File: config.mk
export PLATFORM = sky130hd
export DESIGN_NAME = led_blink_pattern_sequencer
export DESIGN_NICKNAME = d
export VERILOG_FILES = /design/src/rtl/lbps_pkg.sv /design/src/rtl/led_blink_pattern_sequencer.sv /design/src/rtl/lbps_next.sv
export SDC_FILE = /design/constraint.sdc
export NUM_CORES = 1
export LEC_CHECK = 0
export ABC_CLOCK_PERIOD_IN_PS = 6500
export BUFFER_PORTS_ARGS = -buffer_cell sky130_fd_sc_hd__buf_4
export CORE_MARGIN = 1.5
export CORE_UTILIZATION = 45
export CTS_BUF_LIST = sky130_fd_sc_hd__clkbuf_8 sky130_fd_sc_hd__clkbuf_16
export DETAILED_ROUTE_END_ITERATION = 10
export PLACE_DENSITY = 0.6
export SYNTH_ARGS = -nofsm -noshare
export SYNTH_HDL_FRONTEND = slang
export SYNTH_SLANG_ARGS = --single-unit
File: constraint.sdc
create_clock -name clock -period 6.5 [get_ports clock]
set_clock_uncertainty 0.15 [all_clocks]
set_input_delay 1.3 -clock clock [delete_from_list [all_inputs] [get_ports clock]]
set_output_delay 1.3 -clock clock [all_outputs]
set_load 0.005 [all_outputs]
File: src/rtl/lbps_pkg.sv
// Package for the LED blink pattern sequencer.
// Holds the state record and the constant pattern tables; no dependencies.
package lbps_pkg;

   localparam int unsigned ELAPSED_W = 13;
   localparam logic [ELAPSED_W-1:0] ELAPSED_MAX = {ELAPSED_W{1'b1}};

   localparam logic [2:0] PAT_EMPTY         = 3'd0;
   localparam logic [2:0] PAT_ERROR         = 3'd1;
   localparam logic [2:0] PAT_REQUEST       = 3'd2;
   localparam logic [2:0] PAT_PAUSE         = 3'd3;
   localparam logic [2:0] PAT_MOVE          = 3'd4;
   localparam logic [2:0] PAT_STANDBY       = 3'd5;
   localparam logic [2:0] PAT_STANDBY_NOLNK = 3'd6;
   localparam logic [2:0] PAT_ERROR_ALT     = 3'd7;

   localparam logic [ELAPSED_W-1:0] DUR_SHORT        = 13'd50;
   localparam logic [ELAPSED_W-1:0] DUR_ERROR_LAST   = 13'd750;
   localparam logic [ELAPSED_W-1:0] DUR_PAUSE_LAST   = 13'd850;
   localparam logic [ELAPSED_W-1:0] DUR_MOVE_LAST    = 13'd450;
   localparam logic [ELAPSED_W-1:0] DUR_STANDBY_LAST = 13'd4950;
   localparam logic [ELAPSED_W-1:0] DUR_NOLINK_LAST  = 13'd4750;

   typedef struct packed {
      logic [2:0]           pattern;
      logic [2:0]           step;
      logic [ELAPSED_W-1:0] elapsed;
      logic                 running;
      logic                 led;
      logic                 last_run;
   } lbps_state_type;

   function automatic logic [2:0] pattern_len(input logic [2:0] pat);
      logic [2:0] len;
      unique case (pat)
         PAT_EMPTY:         len = 3'd0;
         PAT_ERROR:         len = 3'd6;
         PAT_REQUEST:       len = 3'd4;
         PAT_PAUSE:         len = 3'd4;
         PAT_MOVE:          len = 3'd2;
         PAT_STANDBY:       len = 3'd2;
         PAT_STANDBY_NOLNK: len = 3'd6;
         PAT_ERROR_ALT:     len = 3'd6;
      endcase
      return len;
   endfunction

   // Duration of the last step of each pattern; all other steps are short.
   function automatic logic [ELAPSED_W-1:0] last_dur(input logic [2:0] pat);
      logic [ELAPSED_W-1:0] dur;
      unique case (pat)
         PAT_EMPTY:         dur = '0;
         PAT_ERROR:         dur = DUR_ERROR_LAST;
         PAT_REQUEST:       dur = DUR_SHORT;
         PAT_PAUSE:         dur = DUR_PAUSE_LAST;
         PAT_MOVE:          dur = DUR_MOVE_LAST;
         PAT_STANDBY:       dur = DUR_STANDBY_LAST;
         PAT_STANDBY_NOLNK: dur = DUR_NOLINK_LAST;
         PAT_ERROR_ALT:     dur = DUR_ERROR_LAST;
      endcase
      return dur;
   endfunction

   // Steps past the end of the pattern count as zero length.
   function automatic logic [ELAPSED_W-1:0] step_dur(input logic [2:0] pat,
                                                     input logic [2:0] step);
      logic [2:0]           len;
      logic [ELAPSED_W-1:0] dur;
      len = pattern_len(pat);
      if (step >= len) begin
         dur = '0;
      end else if (step == len - 3'd1) begin
         dur = last_dur(pat);
      end else begin
         dur = DUR_SHORT;
      end
      return dur;
   endfunction

   // Even steps are on, odd steps off, in every pattern.
   function automatic logic step_lvl(input logic [2:0] pat, input logic [2:0] step);
      return (step < pattern_len(pat)) && !step[0];
   endfunction

endpackage

File: src/rtl/led_blink_pattern_sequencer.sv
// Top level of the LED blink pattern sequencer: state and result registers.
// Depends on lbps_pkg and lbps_next.
//
//   channel  direction  ports
//   req      in         req_valid, req_ready, req_sequence_req, req_run, req_tick
//   rsp      out        rsp_valid, rsp_ready, rsp_led_on, rsp_step_index,
//                       rsp_running, rsp_step_advanced
//
// One item per cycle unless stalled; the result is registered on acceptance.
// The result register frees up in the cycle it is taken, so req_ready stays high
// while rsp_ready is high. A stalled result holds and blocks only new items.
// Synchronous reset clears the sequencer state and drops any pending result.
module led_blink_pattern_sequencer (
   input  logic       clock,
   input  logic       reset,
   input  logic       req_valid,
   output logic       req_ready,
   input  logic [2:0] req_sequence_req,
   input  logic       req_run,
   input  logic       req_tick,
   output logic       rsp_valid,
   input  logic       rsp_ready,
   output logic       rsp_led_on,
   output logic [2:0] rsp_step_index,
   output logic       rsp_running,
   output logic       rsp_step_advanced
);
   import lbps_pkg::*;

   lbps_state_type state_ff, state_in;
   logic           adv_in;
   logic           rsp_valid_ff;
   logic           led_ff;
   logic [2:0]     step_ff;
   logic           running_ff;
   logic           adv_ff;
   logic           accept;

   assign req_ready = !rsp_valid_ff || rsp_ready;
   assign accept    = req_valid && req_ready;

   lbps_next u_next (
      .cur          (state_ff),
      .sequence_req (req_sequence_req),
      .run          (req_run),
      .tick         (req_tick),
      .nxt          (state_in),
      .advanced     (adv_in)
   );

   always_ff @(posedge clock) begin
      if (reset) begin
         state_ff <= '0;
         rsp_valid_ff <= 1'b0;
      end else begin
         if (accept) begin
            state_ff <= state_in;
            rsp_valid_ff <= 1'b1;
         end else if (rsp_ready) begin
            rsp_valid_ff <= 1'b0;
         end
      end
   end

   always_ff @(posedge clock) begin
      if (accept) begin
         led_ff <= state_in.led;
         step_ff <= state_in.step;
         running_ff <= state_in.running;
         adv_ff <= adv_in;
      end
   end

   assign rsp_valid         = rsp_valid_ff;
   assign rsp_led_on        = led_ff;
   assign rsp_step_index    = step_ff;
   assign rsp_running       = running_ff;
   assign rsp_step_advanced = adv_ff;

endmodule

File: src/rtl/lbps_next.sv
// Next-state logic for one item of the LED blink pattern sequencer.
// Depends on lbps_pkg for the state record and pattern tables.
module lbps_next (
   input  lbps_pkg::lbps_state_type cur,
   input  logic [2:0]               sequence_req,
   input  logic                     run,
   input  logic                     tick,
   output lbps_pkg::lbps_state_type nxt,
   output logic                     advanced
);
   import lbps_pkg::*;

   logic [2:0]           len;
   logic [ELAPSED_W-1:0] dur;
   logic [3:0]           step_inc;
   logic [2:0]           step_wrap;

   always_comb begin
      nxt = cur;
      advanced = 1'b0;
      len = '0;
      dur = '0;
      step_inc = '0;
      step_wrap = '0;

      if (sequence_req != cur.pattern) begin
         nxt.pattern = sequence_req;
         nxt.step = '0;
      end

      if (run && !cur.last_run) begin
         nxt.step = '0;
         nxt.running = 1'b1;
      end else if (!run && cur.last_run) begin
         nxt.led = 1'b0;
         nxt.running = 1'b0;
      end
      nxt.last_run = run;

      if (nxt.running) begin
         len = pattern_len(nxt.pattern);
         if (tick && nxt.elapsed != ELAPSED_MAX) begin
            nxt.elapsed = nxt.elapsed + 1'b1;
         end
         if (len != 3'd0) begin
            dur = step_dur(nxt.pattern, nxt.step);
            if (nxt.elapsed > dur) begin
               step_inc = {1'b0, nxt.step} + 4'd1;
               step_wrap = (step_inc >= {1'b0, len}) ? 3'd0 : step_inc[2:0];
               nxt.step = step_wrap;
               nxt.led = step_lvl(nxt.pattern, step_wrap);
               nxt.elapsed = '0;
               advanced = 1'b1;
            end
         end
      end
   end

endmodule
==> impl_metrics.toml, run 1 <==
[cts]
post_cts.resized_instances = 0
numCtsBuffers = 5
clk_pin_slew_ns = 0.06
clock_insertion_delay_worst_skew_ns = 0.29
post_cts.repair.setup_buffers = 0
cts_tree = "done"
htree_num_levels = 2
numClockSinks = 29
clockRootBuffer = "clkbuf_8"
cts.path.max_buffers = 2
cts_hold_buffers = 0

[power_and_ir_drop]
intPower_uw = 325.0
p_leak_uw = 0.001022
seq_power_share_pct = 43.8
power.share.switching_pct = 26.25
total_power_uw = 440.7
max-vdd-ir-drop_v = 0.0001013
powerDensity_mw_per_mm2 = 175.6
net_sw_power_uw = 115.7
power.share.clock_pct = 42.0
combinationalPowerShare_pct = 14.2

[timing]
setup_tns_ns = 0
slew_headroom_pct = 49.12
worst_slew_pin_slew_ns = 0.7563
rsz0062_at_grt = "no"
layout_worst_path_cycle_share_pct = 85.43
period_needed_ns = 5.553
slew_viol_final = 0
report.final.setup_viol = 0
max_freq_ghz = 0.1801
hold_viol_final = 0

[routing]
dr.first_iter.drc_count = 119
firstDrtPassIters = 4
post_drt_via_cell_ratio = 5.457
met1_wirelength_microns = 2590
detail_route.wirelength_microns = 5055
wl_per_cell_microns = 14.00
dr.max_layer_used = "met4"
routed-via-count = 1970
detail_route.drc_violations = 0
detailroute.wirelength.met2_microns = 2231
postRouteAntennaNets = 0
wl_met3_microns = 166

[placed_design]
detailedPlacementHpwl_microns = 3741
place.detailed.instances = 353
port_buffers = 16
finalWeightedCongestion = 0.8934

[synth]
yosysSeqAreaShare_pct = 28.44
post_synth_instance_area_sq_mm = 0.002252
yosys_register_bits = 29
synth_cell_types = 52
ys_top_cells_by_count = "41 x nand2_1, 23 x dfxtp_1, 23 x ha_1"
synth_warnings = 0
synth_top_area_cells = "dfxtp_1 20%, ha_1 13%, edfxtp_1 8.0%"
synth_ff_type = "dfxtp_1"
syn_inst = 281
synthArstFlopShare_pct = 0
yosysMostFrequentCell = "nand2_1"
synth_largest_type_area_fraction_pct = 20.44
avgSynthCellArea_sq_um = 8.015
postSynthNetCount = 313
synth_top_area_cell = "dfxtp_1"
synth_enable_flop_cells = 6

[global_route]
grt.total_usage_pct = 20.95
via_count_of_the_first_global_routing_pass = 1840
antenna_violations_before_repair = 0
grt_max_degree = 26
overall_overflow_remaining_after_global_route = 0
grt_first_pass_wirelength_microns = 8625

[worst_setup_path]
arrival_time_of_data_at_the_critical_path_endpoint_ns = 5.44
critPathMaxStageDelay_ns = 0.42
critPathMostFrequentCell = "ha_1"
timing.critical_path.buf_inv = 4
critical_path_peak_fanout = 21
worst_ep_required_time_ns = 6.39
timing.critical_path.slowest_stage_cell = "o21ai_0"
cp-end-kind = "flip-flop"
startpoint_type = "input pin"
worstPathCellList = "buf_4 -> inv_1 -> ha_1 -> inv_1 -> o21ai_0 -> ha_1 -> xnor2_1 -> or3_1 -> a211oi_2 -> nand2_1 -> ha_1 -> nor2b_1 -> o21a_1 -> o21ai_0 -> a21oi_1 -> o2111a_1 -> o31ai_4 -> buf_4 -> nor2_1 -> o221a_2"
critPathTopFamily = "compound AO/OA/AOI/OAI gates"
timing.setup.critical_path_class = "in2reg"

[layout]
filler_cells_inserted = 483
fin_cells = 361
layout-drive-gt1-share_pct = 11.90
syn2layout_area_growth_pct = 11.44
multi_input_area_sq_mm = 0.001465
nNetsFinal = 325
antenna-diode-count = 0
seq_area_sq_um = 640.6

[status]
run_status = "completed"

[floorplan]
boundaryPins = 17
die_area_sq_mm = 0.005438
die_width_microns = 73.75
initial_core_util_pct = 47.06
rows = 25
dieHeight_microns = 73.75
core-area_sq_mm = 0.004786

[run]
max-cap-violations = 0

[hold_path]
hold_path_class = "reg2reg"
## power groups by stage
stage	clock (uW)	combinational, uW	sequential (uW)
after detailed placement	0	62.7	197
after global placement	0	62.9	197
final	185	62.5	193
after CTS	190	63.1	193
after floorplan	0	42.2	197
after global routing	197	71.2	194
## state kept, by name, indices dropped and copies added (netlist names)
signal and flops:
rsp_running 1, state_ff 22, rsp_step_advanced 1, rsp_led_on 1, rsp_step_index 3, rsp_valid 1
## layer usage
metal / vias up / GRT usage, %
met2: 27 / 31.53
met4: 0 / 6.173
met5: - / 0
met3: 6 / 4.527
met1: 910 / 29.87
li1: 1027 / -
## cell type report
cell class,instances,area share [%]
Clock buffer,5,2.742
Clock inverter,3,1.496
Inverter,21,3.141
Multi-Input combinational cell,218,58.38
Sequential cell,29,25.52
Tap cell,67,3.340
Timing Repair Buffer,18,5.384
## worst paths after layout
kind	cells after the start	slack [ns]	endpoint	from
worst max-delay path	20	0.95	rsp_led_on	req_sequence_req[1]
worst min-delay path	2	0.31	state_ff[21]	state_ff[21]
worst max register to register	18	1.95	rsp_led_on	state_ff[20]
worst min register to register	2	0.31	state_ff[21]	state_ff[21]
## cell usage in the layout (no fill, tap or decap), types with 5 or more instances in the layout
cell type,instances
xor2_1,7
a21oi_1,20
nor2_1,17
inv_1,21
o21ai_0,14
nand2_1,41
nand3_1,12
clkbuf_8,5
buf_4,18
nand2b_1,5
nand4_1,6
nor3_1,7
edfxtp_1,6
ha_1,23
xnor2_1,9
dfxtp_1,23
## worst reg2reg max path, delay by kind of cell, from the launching register on
kind                       cells  cell delay (ns)
and+or+nand+nor                6             1.09
DFF                            1             0.32
xor gates and xnor gates       1             0.17
adders and majority gates      2             0.61
AOI/OAI and AO/OA              7             1.49
buffers and inverters          2             0.47
## stage by stage
step	utilization (%)	instance area (sq um)	setup WS, ns	hold slack, ns
4_1_cts	52.44	2510	0.9682	0.3189
5_1_grt	52.44	2510	0.5603	0.3522
3_5_place_dp	50.22	2404	0.6525	0.3101
2_1_floorplan	-	2252	0.8564	0.2981
3_3_place_gp	50.22	2404	0.7551	0.3048
6_report	52.44	2510	0.9471	0.3145
## cells by family after synthesis
logic type | count (synthesis) | share of synthesized area, %
simple gates | 112 | 24.78
mux | 2 | 0.9444
buf+inv | 34 | 6.500
flops | 29 | 28.44
fa+ha+maj | 23 | 12.78
compound gates | 65 | 20.33
xor+xnor | 16 | 6.222
No activity file was read; power rests on OpenSTA's default activity.
==> run 2: changes to the inputs <==
- GPL_TIMING_DRIVEN: unset -> 0
==> impl_metrics.toml, run 2 (synthesis results as in run 1) <==
[cts]
clk_pin_slew_ns = 0.07
numClockSinks = 29
cts.path.max_buffers = 2
clockRootBuffer = "clkbuf_8"
clock_insertion_delay_worst_skew_ns = 0.28
numCtsBuffers = 5
cts_hold_buffers = 0
cts_tree = "done"
htree_num_levels = 2

[layout]
syn2layout_area_growth_pct = 13.72
layout-drive-gt1-share_pct = 11.51
layout.cells.most_common = "nand2_1"
top_register = "state_ff"
antenna-diode-count = 0
layout_common_cells = "41 x nand2_1, 23 x ha_1, 23 x dfxtp_1, 21 x inv_1, 20 x a21oi_1"
filler_cells_inserted = 465
largest_register_ffs = 22
nNetsFinal = 335
postLayoutCoreUtil_pct = 53.52

[worst_setup_path]
timing.setup.critical_path_class = "in2reg"
critPathMaxStageDelay_ns = 0.54
startpoint_type = "input pin"
worstPathCellList = "clkbuf_1 -> xor2_1 -> nor4_2 -> nand2_1 -> ha_1 -> or3_1 -> a211oi_2 -> nand2_1 -> ha_1 -> nor2b_1 -> o21a_1 -> o21ai_0 -> a21oi_1 -> o2111a_1 -> o31ai_4 -> or2_2 -> mux2_2"
timing.critical_path.slowest_stage_cell = "nor4_2"
timing.critical_path.buf_inv = 1
cp-end-kind = "flip-flop"
critPathTopFamily = "simple AND/OR/NAND/NOR gates"
critical_path_peak_fanout = 9
worst_ep_required_time_ns = 6.39
arrival_time_of_data_at_the_critical_path_endpoint_ns = 5.76

[floorplan]
boundaryPins = 17
die_area_sq_mm = 0.005438
rows = 25
initial_core_util_pct = 47.06
die_width_microns = 73.75
dieHeight_microns = 73.75
core-area_sq_mm = 0.004786

[power_and_ir_drop]
power.share.clock_pct = 41.2
p_leak_uw = 0.001035
net_sw_power_uw = 114.3
power.share.switching_pct = 25.98
max-vdd-ir-drop_v = 0.0001328
seq_power_share_pct = 43.9
intPower_uw = 325.7
powerDensity_mw_per_mm2 = 171.8
combinationalPowerShare_pct = 14.9

[timing]
hold_viol_final = 0
postLayoutSetupSlackWorst_ns = 0.6264
layout_worst_path_cycle_share_pct = 90.36
setup_tns_ns = 0
max_freq_ghz = 0.1703
slew_headroom_pct = 48.01
slew_viol_final = 0
period_needed_ns = 5.874
worst_slew_pin_slew_ns = 0.7727
rsz0062_at_grt = "no"
report.final.setup_viol = 0

[routing]
detail_route.drc_violations = 0
wl_per_cell_microns = 14.26
dr.first_iter.drc_count = 148
routed-via-count = 2003
post_drt_via_cell_ratio = 5.399
firstDrtPassIters = 4
detail_route.wirelength_microns = 5290
postRouteAntennaNets = 0

[global_route]
overall_overflow_remaining_after_global_route = 0
grt_max_degree = 16
grt.total_usage_pct = 21.94
grt_first_pass_wirelength_microns = 9121
via_count_of_the_first_global_routing_pass = 1856
antenna_violations_before_repair = 0

[placed_design]
finalWeightedCongestion = 0.8441
detailedPlacementHpwl_microns = 4065
detailedPlace.worstSlack_ns = 0.08682
port_buffers = 15

[run]
max-cap-violations = 0

[status]
run_status = "completed"

[hold_path]
hold_path_class = "reg2reg"
## run 2: metal layers
layer,vias up,track usage [%],wire length [microns]
li1,1046,-,-
met4,0,5.556,45
met3,4,4.252,137
met5,-,0,0
met2,28,32.73,2330
met1,925,32.19,2777
## run 2: area by class of cell
class                      count  area, sq um  area share (%)
multi-input combinational    218         1471           57.45
sequential                    29        640.6           25.01
timing repair buffer          15        112.6           4.397
tap                           67        83.83           3.273
inverter                      21        78.83           3.078
clock buffer                   5        68.82           2.687
buffer                        13        67.56           2.638
clock inverter                 3        37.54           1.466
## run 2: final timing paths
check	slack [ns]	endpoint	depth (start not counted)	from
max	0.63	rsp_step_index[2]	17	req_sequence_req[2]
min	0.32	state_ff[20]	2	state_ff[20]
max reg2reg	1.64	rsp_step_index[2]	16	state_ff[21]
min reg2reg	0.32	state_ff[20]	2	state_ff[20]
## run 2: metrics by stage
stage	cell area, sq um	power [uW]	hold WS (ns)	std cells
global placement	2449	261.3	0.3051	363
global route	2561	462.0	0.3377	371
detailed placement	2449	262.0	0.3090	363
CTS	2555	443.3	0.3178	371
floorplan	2252	238.9	0.2981	281
finish	2561	440.0	0.3173	371
## run 2: worst reg2reg max path, cell delays in order, from the launching register on
cell and delay (ns):
dfxtp_1 0.32, xor2_1 0.18, nor4_2 0.54, nand2_1 0.15
ha_1 0.33, or3_1 0.43, a211oi_2 0.47, nand2_1 0.12
ha_1 0.30, nor2b_1 0.13, o21a_1 0.16, o21ai_0 0.14
a21oi_1 0.10, o2111a_1 0.28, o31ai_4 0.26, or2_2 0.22
mux2_2 0.34
## run 2: power by group through the flow
| stage | registers (uW) | clock network, uW | logic (uW) |
|---|---|---|---|
| 3_3_place_gp | 197 | 0 | 64.3 |
| 3_5_place_dp | 197 | 0 | 64.9 |
| 5_1_grt | 194 | 194 | 74.3 |
| 6_report | 193 | 181 | 65.6 |
| 2_1_floorplan | 197 | 0 | 42.2 |
| 4_1_cts | 193 | 185 | 65.3 |
## run 2: repair_timing
item,4_1_cts,5_1_grt
setup buffers,0,0
endpoints found under the setup margin,0,2
gates resized for setup,0,1
